**src/design/kms_pkg.sv**
```systemverilog
// Shared constants, key code table and control types for the keypad matrix scanner.
package kms_pkg;

  // Default geometry
  localparam int unsigned ROWS_DEF  = 5;
  localparam int unsigned COLS_DEF  = 4;
  localparam int unsigned SLOTS_DEF = 6;

  // Fixed field widths and counts
  localparam int unsigned OUT_SLOTS = 6;
  localparam int unsigned CODE_W    = 8;
  localparam int unsigned COL_IN_W  = 4;
  localparam int unsigned ROW_OUT_W = 3;
  localparam int unsigned ROM_SIZE  = 20;
  localparam int unsigned S_DATA_W  = 8;
  localparam int unsigned M_DATA_W  = 56;

  // Debounce threshold after reset
  localparam logic [7:0] THRESH_RESET = 8'd5;

  // Command codes carried on tuser
  localparam logic CMD_SCAN = 1'b0;
  localparam logic CMD_SEND = 1'b1;

  // Config register map (index taken from paddr[2])
  localparam logic REG_THRESH = 1'b0;

  // Usage codes, indexed by row*COLS+col; 0 = unmapped
  localparam logic [7:0] KEYCODE_ROM [ROM_SIZE] = '{
    8'h53, 8'h54, 8'h55, 8'h56,
    8'h5f, 8'h60, 8'h61, 8'h57,
    8'h5c, 8'h5d, 8'h5e, 8'h00,
    8'h59, 8'h5a, 8'h5b, 8'h58,
    8'h62, 8'h00, 8'h63, 8'h00
  };

  // Code lookup; keys past the table are unmapped
  function automatic logic [7:0] keycode(input logic [7:0] key);
    logic [7:0] code;
    code = 8'h00;
    if (key < 8'(ROM_SIZE)) begin
      code = KEYCODE_ROM[key[4:0]];
    end
    return code;
  endfunction

  // Controller to datapath strobes
  typedef struct packed {
    logic accept;   // input transaction taken this cycle
    logic upd;      // count update and release for current column
    logic ins;      // insertion check for current column
    logic finish;   // load the result register
  } ctrl_cmd_t;

  // Datapath to controller status
  typedef struct packed {
    logic is_send;  // item on the input port is a send request
    logic out_free; // result register can take a new result
  } dp_status_t;

endpackage

```
**src/design/kms_ram.sv**
```systemverilog
// Generic single-write, single-read RAM with registered read data.
module kms_ram #(
  parameter int unsigned WIDTH = 8,
  parameter int unsigned DEPTH = 20,
  localparam int unsigned AW = (DEPTH > 1) ? $clog2(DEPTH) : 1
) (
  input  logic             clk_i,
  input  logic             we_i,
  input  logic [AW-1:0]    waddr_i,
  input  logic [WIDTH-1:0] wdata_i,
  input  logic [AW-1:0]    raddr_i,
  output logic [WIDTH-1:0] rdata_o
);

  logic [WIDTH-1:0] mem_q [DEPTH];
  logic [WIDTH-1:0] rdata_q;

  // Write port and registered read port
  always_ff @(posedge clk_i) begin
    if (we_i) begin
      mem_q[waddr_i] <= wdata_i;
    end
    rdata_q <= mem_q[raddr_i];
  end

  assign rdata_o = rdata_q;

endmodule

```
**src/design/kms_ctrl.sv**
```systemverilog
// Sequencer for scan and send transactions: column walk over update and insert phases.
module kms_ctrl #(
  parameter int unsigned COLS = kms_pkg::COLS_DEF,
  localparam int unsigned CW = (COLS > 1) ? $clog2(COLS) : 1
) (
  input  logic                   clk_i,
  input  logic                   rst_ni,
  input  logic                   s_valid_i,
  output logic                   s_ready_o,
  input  kms_pkg::dp_status_t    status_i,
  output kms_pkg::ctrl_cmd_t     cmd_o,
  output logic [CW-1:0]          col_o,
  output logic [CW-1:0]          rd_col_o
);

  typedef enum logic [2:0] {
    ST_IDLE,
    ST_READ,
    ST_UPDATE,
    ST_INSERT,
    ST_DONE
  } state_e;

  state_e        state_q;
  logic [CW-1:0] col_q;
  logic          last_col;

  assign last_col  = (col_q == CW'(COLS - 1));
  assign s_ready_o = (state_q == ST_IDLE);
  assign col_o     = col_q;

  // Strobes decoded from state
  always_comb begin
    cmd_o.accept = (state_q == ST_IDLE) && s_valid_i;
    cmd_o.upd    = (state_q == ST_UPDATE);
    cmd_o.ins    = (state_q == ST_INSERT);
    cmd_o.finish = (state_q == ST_DONE) && status_i.out_free;
    // Prefetch next column's count while updating the current one
    rd_col_o     = '0;
    if (state_q == ST_UPDATE && !last_col) begin
      rd_col_o = col_q + CW'(1);
    end
  end

  // State and column counter
  always_ff @(posedge clk_i or negedge rst_ni) begin
    if (!rst_ni) begin
      state_q <= ST_IDLE;
      col_q   <= '0;
    end else begin
      case (state_q)
        ST_IDLE: begin
          col_q <= '0;
          if (s_valid_i) begin
            // tuser is latched at this edge; decide from the port directly
            state_q <= status_i.is_send ? ST_DONE : ST_READ;
          end
        end
        ST_READ: begin
          state_q <= ST_UPDATE;
        end
        ST_UPDATE: begin
          if (last_col) begin
            col_q   <= '0;
            state_q <= ST_INSERT;
          end else begin
            col_q <= col_q + CW'(1);
          end
        end
        ST_INSERT: begin
          if (last_col) begin
            col_q   <= '0;
            state_q <= ST_DONE;
          end else begin
            col_q <= col_q + CW'(1);
          end
        end
        ST_DONE: begin
          if (status_i.out_free) begin
            state_q <= ST_IDLE;
          end
        end
        default: begin
          state_q <= ST_IDLE;
        end
      endcase
    end
  end

endmodule

```
**src/design/kms_dpath.sv**
```systemverilog
// Datapath: press counters, report slots, row pointer and result register.
module kms_dpath #(
  parameter int unsigned ROWS  = kms_pkg::ROWS_DEF,
  parameter int unsigned COLS  = kms_pkg::COLS_DEF,
  parameter int unsigned SLOTS = kms_pkg::SLOTS_DEF,
  localparam int unsigned CW    = (COLS > 1) ? $clog2(COLS) : 1,
  localparam int unsigned RW    = (ROWS > 1) ? $clog2(ROWS) : 1,
  localparam int unsigned NKEYS = ROWS * COLS,
  localparam int unsigned KW    = (NKEYS > 1) ? $clog2(NKEYS) : 1,
  localparam int unsigned SW    = (SLOTS > 1) ? $clog2(SLOTS) : 1
) (
  input  logic                           clk_i,
  input  logic                           rst_ni,
  input  kms_pkg::ctrl_cmd_t             cmd_i,
  input  logic [CW-1:0]                  col_i,
  input  logic [CW-1:0]                  rd_col_i,
  input  logic [7:0]                     thresh_i,
  input  logic [kms_pkg::COL_IN_W-1:0]   col_bits_i,
  input  logic                           command_i,
  output kms_pkg::dp_status_t            status_o,
  output logic                           m_valid_o,
  input  logic                           m_ready_i,
  output logic [kms_pkg::M_DATA_W-1:0]   m_data_o,
  output logic                           m_user_o
);

  logic                          send_q;
  logic [kms_pkg::COL_IN_W-1:0]  cols_q;
  logic [RW-1:0]                 row_q;
  logic [RW-1:0]                 next_row;
  logic                          changed_q;
  logic [7:0]                    slots_q [SLOTS];
  logic [NKEYS-1:0]              valid_q;
  logic [COLS-1:0]               over_q;
  logic                          m_valid_q;
  logic [kms_pkg::M_DATA_W-1:0]  m_data_q;
  logic                          m_user_q;
  logic [kms_pkg::M_DATA_W-1:0]  m_data_d;
  logic                          report;

  logic [KW-1:0] cur_key;
  logic [KW-1:0] rd_key;
  logic [7:0]    code;
  logic [7:0]    ram_rdata;
  logic [7:0]    cnt;
  logic [7:0]    new_cnt;
  logic [15:0]   cols_ext;
  logic          pressed;
  logic          hit_found;
  logic [SW-1:0] hit_idx;
  logic          emp_found;
  logic [SW-1:0] emp_idx;

  // Key addresses for the current and prefetched column
  assign cur_key = KW'(row_q) * KW'(COLS) + KW'(col_i);
  assign rd_key  = KW'(row_q) * KW'(COLS) + KW'(rd_col_i);
  assign code    = kms_pkg::keycode(8'(cur_key));

  assign next_row = (row_q == RW'(ROWS - 1)) ? '0 : row_q + RW'(1);

  // Count update; columns past the input width read as released
  assign cols_ext = 16'(cols_q);
  assign pressed  = cols_ext[4'(col_i)];
  assign cnt      = valid_q[cur_key] ? ram_rdata : 8'h00;
  always_comb begin
    new_cnt = 8'h00;
    if (pressed) begin
      new_cnt = (cnt == 8'hff) ? cnt : cnt + 8'd1;
    end
  end

  kms_ram #(
    .WIDTH (8),
    .DEPTH (NKEYS)
  ) u_count_ram (
    .clk_i   (clk_i),
    .we_i    (cmd_i.upd),
    .waddr_i (cur_key),
    .wdata_i (new_cnt),
    .raddr_i (rd_key),
    .rdata_o (ram_rdata)
  );

  // First slot holding the current code, and first empty slot
  always_comb begin
    hit_found = 1'b0;
    hit_idx   = '0;
    emp_found = 1'b0;
    emp_idx   = '0;
    for (int s = 0; s < SLOTS; s++) begin
      if (!hit_found && slots_q[s] == code) begin
        hit_found = 1'b1;
        hit_idx   = SW'(s);
      end
      if (!emp_found && slots_q[s] == 8'h00) begin
        emp_found = 1'b1;
        emp_idx   = SW'(s);
      end
    end
  end

  // Result word: six slots then drive_row
  assign report = send_q && changed_q;
  always_comb begin
    m_data_d = '0;
    for (int i = 0; i < kms_pkg::OUT_SLOTS; i++) begin
      if (i < SLOTS && report) begin
        m_data_d[8*i +: 8] = slots_q[i];
      end
    end
    m_data_d[8*kms_pkg::OUT_SLOTS +: kms_pkg::ROW_OUT_W] =
      send_q ? kms_pkg::ROW_OUT_W'(row_q) : kms_pkg::ROW_OUT_W'(next_row);
  end

  // Control state: row, slots, flag, count valid bits, result valid
  always_ff @(posedge clk_i or negedge rst_ni) begin
    if (!rst_ni) begin
      row_q     <= '0;
      changed_q <= 1'b0;
      valid_q   <= '0;
      m_valid_q <= 1'b0;
      for (int s = 0; s < SLOTS; s++) begin
        slots_q[s] <= 8'h00;
      end
    end else begin
      if (cmd_i.upd) begin
        valid_q[cur_key] <= 1'b1;
        // release removes a mapped key's code from the report
        if (!pressed && code != 8'h00 && hit_found) begin
          slots_q[hit_idx] <= 8'h00;
          changed_q        <= 1'b1;
        end
      end
      if (cmd_i.ins) begin
        if (over_q[col_i] && !hit_found && emp_found) begin
          slots_q[emp_idx] <= code;
          changed_q        <= 1'b1;
        end
      end
      if (cmd_i.finish) begin
        m_valid_q <= 1'b1;
        if (send_q) begin
          changed_q <= 1'b0;
        end else begin
          row_q <= next_row;
        end
      end else if (m_ready_i) begin
        m_valid_q <= 1'b0;
      end
    end
  end

  // Payload registers
  always_ff @(posedge clk_i) begin
    if (cmd_i.accept) begin
      send_q <= (command_i == kms_pkg::CMD_SEND);
      cols_q <= col_bits_i;
    end
    if (cmd_i.upd) begin
      over_q[col_i] <= pressed && (new_cnt > thresh_i) && (code != 8'h00);
    end
    if (cmd_i.finish) begin
      m_data_q <= m_data_d;
      m_user_q <= report;
    end
  end

  assign status_o.is_send  = (command_i == kms_pkg::CMD_SEND);
  assign status_o.out_free = !m_valid_q || m_ready_i;
  assign m_valid_o         = m_valid_q;
  assign m_data_o          = m_data_q;
  assign m_user_o          = m_user_q;

endmodule

```
**src/design/keypad_matrix_scan_6key_report_top.sv**
```systemverilog
// Top level of the keypad matrix scanner with six-slot key report.
//
// Input stream: one transaction per item. tuser = command (0 scan the driven
// row, 1 request a report), tdata[3:0] = column levels of the driven row.
// Output stream: one transaction per input item. tuser = report_valid,
// tdata = six 8-bit slot codes (slot zero lowest) then the 3-bit row to drive.
// A scan item walks the columns twice through one count RAM port: count
// update and release (one column a cycle, preceded by a read state), then
// insertion (one column a cycle). A send item goes straight to loading the
// result. The next item is accepted in the cycle after the result is
// loaded.
// Reset clears all counts, empties the slots, clears the change flag, selects
// row 0 and sets the debounce threshold to 5.
// A stalled receiver holds the result in the output register; the next item
// is processed meanwhile and waits in its final state until that register frees.
// APB: debounce_threshold at byte address 0; pready is always high.
module keypad_matrix_scan_6key_report_top #(
  parameter int unsigned ROWS  = kms_pkg::ROWS_DEF,
  parameter int unsigned COLS  = kms_pkg::COLS_DEF,
  parameter int unsigned SLOTS = kms_pkg::SLOTS_DEF
) (
  input  logic                          clk_i,
  input  logic                          rst_ni,
  // input stream
  input  logic                          s_axis_tvalid,
  output logic                          s_axis_tready,
  input  logic [kms_pkg::S_DATA_W-1:0]  s_axis_tdata,  // [3:0] column_bits
  input  logic                          s_axis_tuser,  // [0] command
  // output stream
  output logic                          m_axis_tvalid,
  input  logic                          m_axis_tready,
  output logic [kms_pkg::M_DATA_W-1:0]  m_axis_tdata,  // slot_zero..slot_five, drive_row
  output logic                          m_axis_tuser,  // [0] report_valid
  // config port
  input  logic                          psel,
  input  logic                          penable,
  input  logic                          pwrite,
  input  logic [2:0]                    paddr,
  input  logic [31:0]                   pwdata,
  output logic [31:0]                   prdata,
  output logic                          pready
);

  localparam int unsigned CW = (COLS > 1) ? $clog2(COLS) : 1;

  kms_pkg::ctrl_cmd_t  cmd;
  kms_pkg::dp_status_t status;
  logic [CW-1:0]       col;
  logic [CW-1:0]       rd_col;
  logic [7:0]          thresh_q;

  // Config register
  assign pready = 1'b1;
  always_ff @(posedge clk_i or negedge rst_ni) begin
    if (!rst_ni) begin
      thresh_q <= kms_pkg::THRESH_RESET;
    end else if (psel && penable && pwrite && paddr[2] == kms_pkg::REG_THRESH) begin
      thresh_q <= pwdata[7:0];
    end
  end
  assign prdata = (paddr[2] == kms_pkg::REG_THRESH) ? 32'(thresh_q) : 32'h0;

  kms_ctrl #(
    .COLS (COLS)
  ) u_ctrl (
    .clk_i     (clk_i),
    .rst_ni    (rst_ni),
    .s_valid_i (s_axis_tvalid),
    .s_ready_o (s_axis_tready),
    .status_i  (status),
    .cmd_o     (cmd),
    .col_o     (col),
    .rd_col_o  (rd_col)
  );

  kms_dpath #(
    .ROWS  (ROWS),
    .COLS  (COLS),
    .SLOTS (SLOTS)
  ) u_dpath (
    .clk_i      (clk_i),
    .rst_ni     (rst_ni),
    .cmd_i      (cmd),
    .col_i      (col),
    .rd_col_i   (rd_col),
    .thresh_i   (thresh_q),
    .col_bits_i (s_axis_tdata[kms_pkg::COL_IN_W-1:0]),
    .command_i  (s_axis_tuser),
    .status_o   (status),
    .m_valid_o  (m_axis_tvalid),
    .m_ready_i  (m_axis_tready),
    .m_data_o   (m_axis_tdata),
    .m_user_o   (m_axis_tuser)
  );

endmodule

```
**config.mk**
```make
export PLATFORM = sky130hd
export DESIGN_NAME = keypad_matrix_scan_6key_report_top
export DESIGN_NICKNAME = d
export VERILOG_FILES = /design/src/design/kms_pkg.sv /design/src/design/kms_ram.sv /design/src/design/kms_ctrl.sv /design/src/design/kms_dpath.sv /design/src/design/keypad_matrix_scan_6key_report_top.sv
export SDC_FILE = /design/constraint.sdc
export NUM_CORES = 1
export LEC_CHECK = 0
export BUFFER_PORTS_ARGS = -buffer_cell sky130_fd_sc_hd__buf_2
export CAP_MARGIN = 10
export CORE_ASPECT_RATIO = 0.9
export CORE_MARGIN = 1
export CORE_UTILIZATION = 50
export DETAILED_ROUTE_END_ITERATION = 10
export HOLD_SLACK_MARGIN = 0.03
export PLACE_DENSITY_LB_ADDON = 0.3
export SYNTH_ARGS = -nofsm -noshare
export SYNTH_HDL_FRONTEND = slang
export SYNTH_SLANG_ARGS = --single-unit
export TNS_END_PERCENT = 5
```
**constraint.sdc**
```tcl
create_clock -name clk_i -period 12.5 [get_ports clk_i]
set_clock_uncertainty 0.15 [all_clocks]
set_input_delay 1.25 -clock clk_i [delete_from_list [all_inputs] [get_ports clk_i]]
set_output_delay 1.25 -clock clk_i [all_outputs]
set_load 0.01 [all_outputs]
```
# Yosys cells after proc, flatten, opt, wreduce, memory -nomap -nowiden
# Memory sizes are Yosys's and may differ from the RTL's. A register that Yosys moved wholly into a read port is not among the register bits.
# Cells that the tools add are included.
# word_totals
ff_bits	147
mem_bits_rw	160
romBits	256
in_bits	51
output_inout_bits	92
wordCells	186
n_memories	2
# op_classes
addsub	5
magnitude_cmp	12
eq_ne	17
mux	70
bitwise	7
reduce_logical	54
# memory_table
memory	depth	word_bits	rd	rd_ports_with_merged_regs	write_ports	line	text
(name not given)	32	8	1	0	0	kms_pkg.sv:42	code = KEYCODE_ROM[key[4:0]];
u_dpath.u_count_ram.mem_q	20	8	1	1	1	kms_ram.sv:15	logic [WIDTH-1:0] mem_q [DEPTH];
# ops
operator	count
$mux W48	4
$mux W8	9
$and A48 B48 Y48	1
$bwmux W48	1
$demux W8 S3	2
$eq A8 B8 Y1	6
$logic_not A8 Y1	6
$not A48 Y48	1
$mux W3	15
$mux W1	29
$logic_and A1 B1 Y1	27
$or A20 B20 Y20	1
$pmux W3 S5	1
$logic_not A1 Y1	14
$add A5 B2 Y5	2
$add A8 B1 Y8 const B	1
$eq A8 B8 Y1 const B	1
$ge A4 B4 Y1 const B	2
$gt A8 B8 Y1	1
$lt A4 B1 Y1 const B	2
$not A3 Y4	2
$reduce_bool A8 Y1	1
$eq A3 B2 Y1 const B	2
$eq A3 B3 Y1 const B	2
other kinds (27)	32

# Longest topological paths before layout
# depth
ltp_word	35
ltp_mapped	19
ltp_nobuf	18

# By module
# A second synthesis with hierarchy kept.
# hier_totals
hier_cells	983
hier_area_um2	14269.9
# modules_own_cells
module	instances	cells_each	area_per_inst_um2	seq_area_each_um2
kms_dpath	1	590	6915.4	3658.5
kms_ram	1	308	6482.5	4964.8
keypad_matrix_scan_6key_report_top	1	52	581.8	202.7
kms_ctrl	1	33	290.3	125.1

# Worst setup path before layout
# OpenSTA, ideal clock, no wires.
# synth_path
kind	register -> register
start	register u_ctrl.col_q[0], in the netlist u_ctrl.col_o[0]
end	register u_dpath.over_q[0], data pin
setup_time_ps	298
arrival_ps	4481
required_ps	12052
path_slack_ps	7571
path_stages_with_launch	19
path_buffers	1
period_less_slack_ps	4929
cell_sequence	dfrtp_1 buf_2 mux4_2 mux2i_1 o21ai_0 o2bb2ai_1 and2_1 ha_1 nand4_1 nand2_1 o21ai_0 ha_1 o21a_1 o21ai_0 nand2b_1 a21oi_1 nor2_1 a211oi_1 a311oi_1
# synth_between
elab_chain_cells	11
elab_cells_between_ends	26
classes_between	add/sub: 2; order compare: 4; eq/ne: 1; mux: 13; bitwise: 1; reduce/logical: 4; memory: 1
# synth_rtl
element	line	text
start, declared	kms_ctrl.sv:25	logic [CW-1:0] col_q;
start signal, assigned	kms_ctrl.sv:67	col_q <= col_q + CW'(1);
start signal, assigned	kms_ctrl.sv:75	col_q <= col_q + CW'(1);
$add A5 B2 Y5	kms_dpath.sv:55	assign cur_key = KW'(row_q) * KW'(COLS) + KW'(col_i);
$bmux W1 S5	kms_dpath.sv:64	assign cnt = valid_q[cur_key] ? ram_rdata : 8'h00;
$mux W1 (not written as such)	kms_dpath.sv:64	
$mux W8	kms_dpath.sv:64	
$add A8 B1 Y8 or $eq A8 B8 Y1 (tied branches)	kms_dpath.sv:68	new_cnt = (cnt == 8'hff) ? cnt : cnt + 8'd1;
$mux W8	kms_dpath.sv:68	
$mux W8 (*)	kms_dpath.sv:67	if (pressed) begin
named net u_dpath.new_cnt[2]	kms_dpath.sv:46	logic [7:0] new_cnt;
$gt A8 B8 Y1 (*)	kms_dpath.sv:160	over_q[col_i] <= pressed && (new_cnt > thresh_i) && (code != 8'h00);
$logic_and A1 B1 Y1 (*) (2 in series)	kms_dpath.sv:160	
$bwmux W4 (*)	kms_dpath.sv:160	
end signal, assigned by index	kms_dpath.sv:160	
end, declared	kms_dpath.sv:34	logic [COLS-1:0] over_q;
# Mark *: on every way through the listed nets, which the timed path passes. The rest lies on a longest branch. The select of a mux whose other input is x is not followed.
# A chain may end at the register's enable or synchronous reset.

# Final worst setup path
# Ends and elaborated chain as after synthesis.

==> flow_summary.toml <==
[pwr]
static-leakage-power_nw = 6.171
pwr_density_cell_nw_per_um2 = 261.3
vdd_drop_max_mv = 0.1486

[synthesis]
postSynth.topFlopCell = "sky130_fd_sc_hd__edfxtp_1"
yosys.cell_count.top_type = "sky130_fd_sc_hd__edfxtp_1"
netlist_area_sq_um = 13850
synthesis.instances = 1079
synth_top_cell_by_area = "sky130_fd_sc_hd__edfxtp_1"
post_synth_main_area_contributors = "sky130_fd_sc_hd__edfxtp_1 (48%), sky130_fd_sc_hd__dfrtp_1 (15%), sky130_fd_sc_hd__nand2_1 (3.8%)"
ys_seq_area_share_pct = 64.65
synth_xor_xnor_area_share_pct = 2.341
synth_seq_cells = 315
synth.cells.most_frequent = "sky130_fd_sc_hd__edfxtp_1 (221), sky130_fd_sc_hd__nand2_1 (141), sky130_fd_sc_hd__dfrtp_1 (84)"
synth_adder_area_share_pct = 1.627
yosys-mux-area-fraction_pct = 5.666
number_of_flops_mapped_to_enable_cells_by_yosys = 221
unique_masters_post_synth = 63
synthesis.area_per_instance_sq_um = 12.83
synth-simple-area-share_pct = 14.98
synth_compound_area_share_pct = 6.696
synth_top_cell_area_share_pct = 47.93
synth.yosys.warnings = 0
largest_family_of_logic_cells_by_synthesized_area = "simple AND/OR/NAND/NOR gates"
postSynth.asyncResetShare_pct = 27.30

[cells_and_area]
nNetsFinal = 1225
flow.area_growth_from_synthesis_pct = 11.80
insertedDiodeCount = 0
final_layout_size_suffix_gt1_share_pct = 18.31

[sta]
tightest_slew_ns = 1.021
number_of_max_slew_violations_in_the_final_report = 0
setup_total_negative_slack_ns = 0
grt_setup_unrepaired = "false"
fmax_ghz = 0.1811
final.period_utilization_pct = 44.17
period_minus_slack_ns = 5.521
slew_headroom_pct = 31.96
timing.final.ws_setup_ns = 6.979
finalHoldViolations = 0
finalSetupViolCount = 0

[floorplanning]
die-area_sq_um = 28360
die_y_microns = 159.9
start_util_pct = 51.09
die_w_microns = 177.4
rows = 57
top_level_ports = 143
core_area_sq_um = 27100

[detailed_routing]
detail_route.first_pass.iterations = 5
routed_wire_length_per_instance_microns = 19.67
drc = 0
routed-via-count = 8768
drt-total-wl_mm = 30.18
routed_via_density = 5.716
postRouteAntennaNets = 0
detailedRoute.firstIterationViolations = 750

[global_route]
grt_first_pass_wirelength_mm = 47.07
grt_pass1_vias = 8261
grtUsageTotal_pct = 21.54
pin_count_of_the_biggest_net_entering_global_routing = 65
grt_antenna_before_repair = 0
globalRoute.totalOverflow = 0

[place]
portBuffers = 82
gp_routability_congestion = 0.8109
post_placement_worst_setup_slack_ns = 7.034
place.detailed.hpwl_mm = 19.69

[worst_hold_path]
min-delay-start = "u_dpath.slots_q[47]$_DFF_PN0_"
min-delay-path-class = "reg -> reg"
hold_path_depth = 0
min_delay_worst_endpoint = "u_dpath.slots_q[47]$_DFF_PN0_"

[clocking]
tritoncts = "done"
cts_setup_buffers = 0
cts_resized = 0
cts-htree-levels = 1
clkTransAtPathRegs_ns = 0.06
clock_tree.buffer_depth = 3
tritoncts_num_sinks = 315
number_of_buffers_inserted_during_clock_tree_synthesis = 31
clk-insertion-delay-late_ns = 0.55
cts_root_buffer = "sky130_fd_sc_hd__clkbuf_16"
cts.hold.buffers_added = 0

[critical_path]
cp_max_fo = 18
timing.reg2reg.worst_path_depth = 18
timing.setup.critical_path_class = "reg -> reg"
crit_arrival_ns = 5.58
worstReg2RegEnd = "u_dpath.over_q[0]$_DFFE_PP_"
regToRegSetupSlack_ns = 6.98
critical_path.startpoint_type = "register"
worst_ep_required_time_ns = 12.56
worstReg2RegStart = "u_ctrl.col_o[0]$_DFFE_PN0P_"
crit_path_end_kind = "register"

[outcome]
outcome = "finished clean"

[run]
maxCapViolCount = 0
## power breakdown
| group | switching, mW | internal (mW) |
|---|---|---|
| sequential | 0.162 | 1.42 |
| combinational | 1.01 | 0.598 |
| clock | 0.368 | 0.485 |
| total | 1.54 | 2.51 |
## worst max-delay path: stages (launching register included)
cell and delay, ns:
sky130_fd_sc_hd__dfrtp_1 0.92, sky130_fd_sc_hd__mux4_2 0.63, sky130_fd_sc_hd__mux2i_1 0.13, sky130_fd_sc_hd__o21ai_0 0.12
sky130_fd_sc_hd__o2bb2ai_1 0.26, sky130_fd_sc_hd__and2_1 0.26, sky130_fd_sc_hd__ha_1 0.27, sky130_fd_sc_hd__nand4_1 0.25
sky130_fd_sc_hd__nand4_1 0.16, sky130_fd_sc_hd__xor2_1 0.17, sky130_fd_sc_hd__nor2_1 0.50, sky130_fd_sc_hd__buf_4 0.31
sky130_fd_sc_hd__ha_1 0.26, sky130_fd_sc_hd__o21ai_0 0.08, sky130_fd_sc_hd__nand2b_1 0.07, sky130_fd_sc_hd__a21oi_1 0.15
sky130_fd_sc_hd__nor2_1 0.05, sky130_fd_sc_hd__a211oi_1 0.30, sky130_fd_sc_hd__a311oi_1 0.15
## flip-flops by register name, indices dropped and copies added, names as in the netlist
name,count
u_dpath.u_count_ram.rdata_o,8
u_ctrl.col_o,2
u_dpath.slots_q,48
u_dpath.m_data_o,51
u_dpath.over_q,4
u_dpath.changed_q,1
u_dpath.m_valid_o,1
u_dpath.cols_q,4
u_ctrl.state_q,3
u_dpath.send_q,1
u_dpath.u_count_ram.mem_q,160
u_dpath.valid_q,20
thresh_q,8
u_dpath.row_q,3
u_dpath.m_user_o,1
## kinds of logic (layout without fill, tap and decap cells)
group	after synthesis	count (layout)
buf+inv	110	183
simple gates	411	411
flops	315	315
xor+xnor	37	37
compound gates	133	133
mux	53	53
fa+ha+maj	18	18
other cells	2	30
## layer usage
metal	global-route usage [%]	part of all wire, %	wire length [microns]	up-vias
met5	0	0	0	-
met4	5.400	2.1	633	0
met3	3.405	7.7	2322	46
met2	31.45	43	13100	340
met1	33.62	47	14120	4297
li1	-	-	-	4085
## final cells by class
cell class              instances  area [sq um]
clock inverters                11         82.58
fillers                      2197         11620
inverters                      20         75.07
well taps                     354         442.9
clock buffers                  46         842.1
repair buffers                106         613.1
multi-input cells             682          4473
flip-flops and latches        315          8951
## through the flow
step | util (%) | instances | total power, mW | cell area (sq um) | hold WS, ns
floorplan | - | 1107 | 2.696 | 13950 | 0.2837
global route | 57.12 | 1534 | 4.264 | 15480 | 0.2995
CTS | 57.02 | 1533 | 4.041 | 15450 | 0.2642
detailed placement | 53.61 | 1476 | 3.184 | 14530 | 0.2508
finish | 57.12 | 1534 | 4.045 | 15480 | 0.2686
global placement | 53.61 | 1476 | 3.139 | 14530 | 0.2517
## worst max-delay path by stage
stage / to / cells past startpoint / start
2_1_floorplan: u_dpath.over_q[0]$_DFFE_PP_ / 18 / u_ctrl.col_o[0]$_DFFE_PN0P_
3_3_place_gp: u_dpath.over_q[0]$_DFFE_PP_ / 18 / u_ctrl.col_o[0]$_DFFE_PN0P_
3_5_place_dp: u_dpath.over_q[0]$_DFFE_PP_ / 18 / u_ctrl.col_o[0]$_DFFE_PN0P_
4_1_cts: u_dpath.over_q[0]$_DFFE_PP_ / 18 / u_ctrl.col_o[0]$_DFFE_PN0P_
5_1_grt: u_dpath.over_q[0]$_DFFE_PP_ / 18 / u_ctrl.col_o[0]$_DFFE_PN0P_
6_report: u_dpath.over_q[0]$_DFFE_PP_ / 18 / u_ctrl.col_o[0]$_DFFE_PN0P_
## placed cells by master (no fill, tap or decap), types with 5 or more instances in the layout
cell                          n
sky130_fd_sc_hd__xnor2_1     27
sky130_fd_sc_hd__a21oi_1      6
sky130_fd_sc_hd__and3_1      67
sky130_fd_sc_hd__a211oi_1    10
sky130_fd_sc_hd__o2bb2ai_1   15
sky130_fd_sc_hd__ha_1        18
sky130_fd_sc_hd__clkinv_2     8
sky130_fd_sc_hd__and2_1       7
sky130_fd_sc_hd__a221o_1      5
sky130_fd_sc_hd__nor4_1      14
sky130_fd_sc_hd__mux2_2      13
sky130_fd_sc_hd__conb_1      30
sky130_fd_sc_hd__clkbuf_1    14
sky130_fd_sc_hd__mux4_2      19
sky130_fd_sc_hd__o21ai_0     26
sky130_fd_sc_hd__o21ai_1     14
sky130_fd_sc_hd__edfxtp_1   221
sky130_fd_sc_hd__xor2_1      10
sky130_fd_sc_hd__inv_1       18
sky130_fd_sc_hd__clkbuf_16   31
sky130_fd_sc_hd__or3_1        5
sky130_fd_sc_hd__nand3_1     41
sky130_fd_sc_hd__mux2i_1     21
sky130_fd_sc_hd__a311oi_1     6
sky130_fd_sc_hd__dfxtp_1      8
sky130_fd_sc_hd__buf_4       24
sky130_fd_sc_hd__nor2_1      51
sky130_fd_sc_hd__nor3_1      11
sky130_fd_sc_hd__nand4_1     14
sky130_fd_sc_hd__dfrtp_1     84
sky130_fd_sc_hd__o31ai_1      8
sky130_fd_sc_hd__a21o_1       5
sky130_fd_sc_hd__or2_2       22
sky130_fd_sc_hd__buf_2       81
sky130_fd_sc_hd__or4_1        7
sky130_fd_sc_hd__nand2b_1     6
sky130_fd_sc_hd__nor2b_1      6
sky130_fd_sc_hd__a31oi_1     20
sky130_fd_sc_hd__nand2_1    140
No activity file was read; power rests on OpenSTA's default activity.
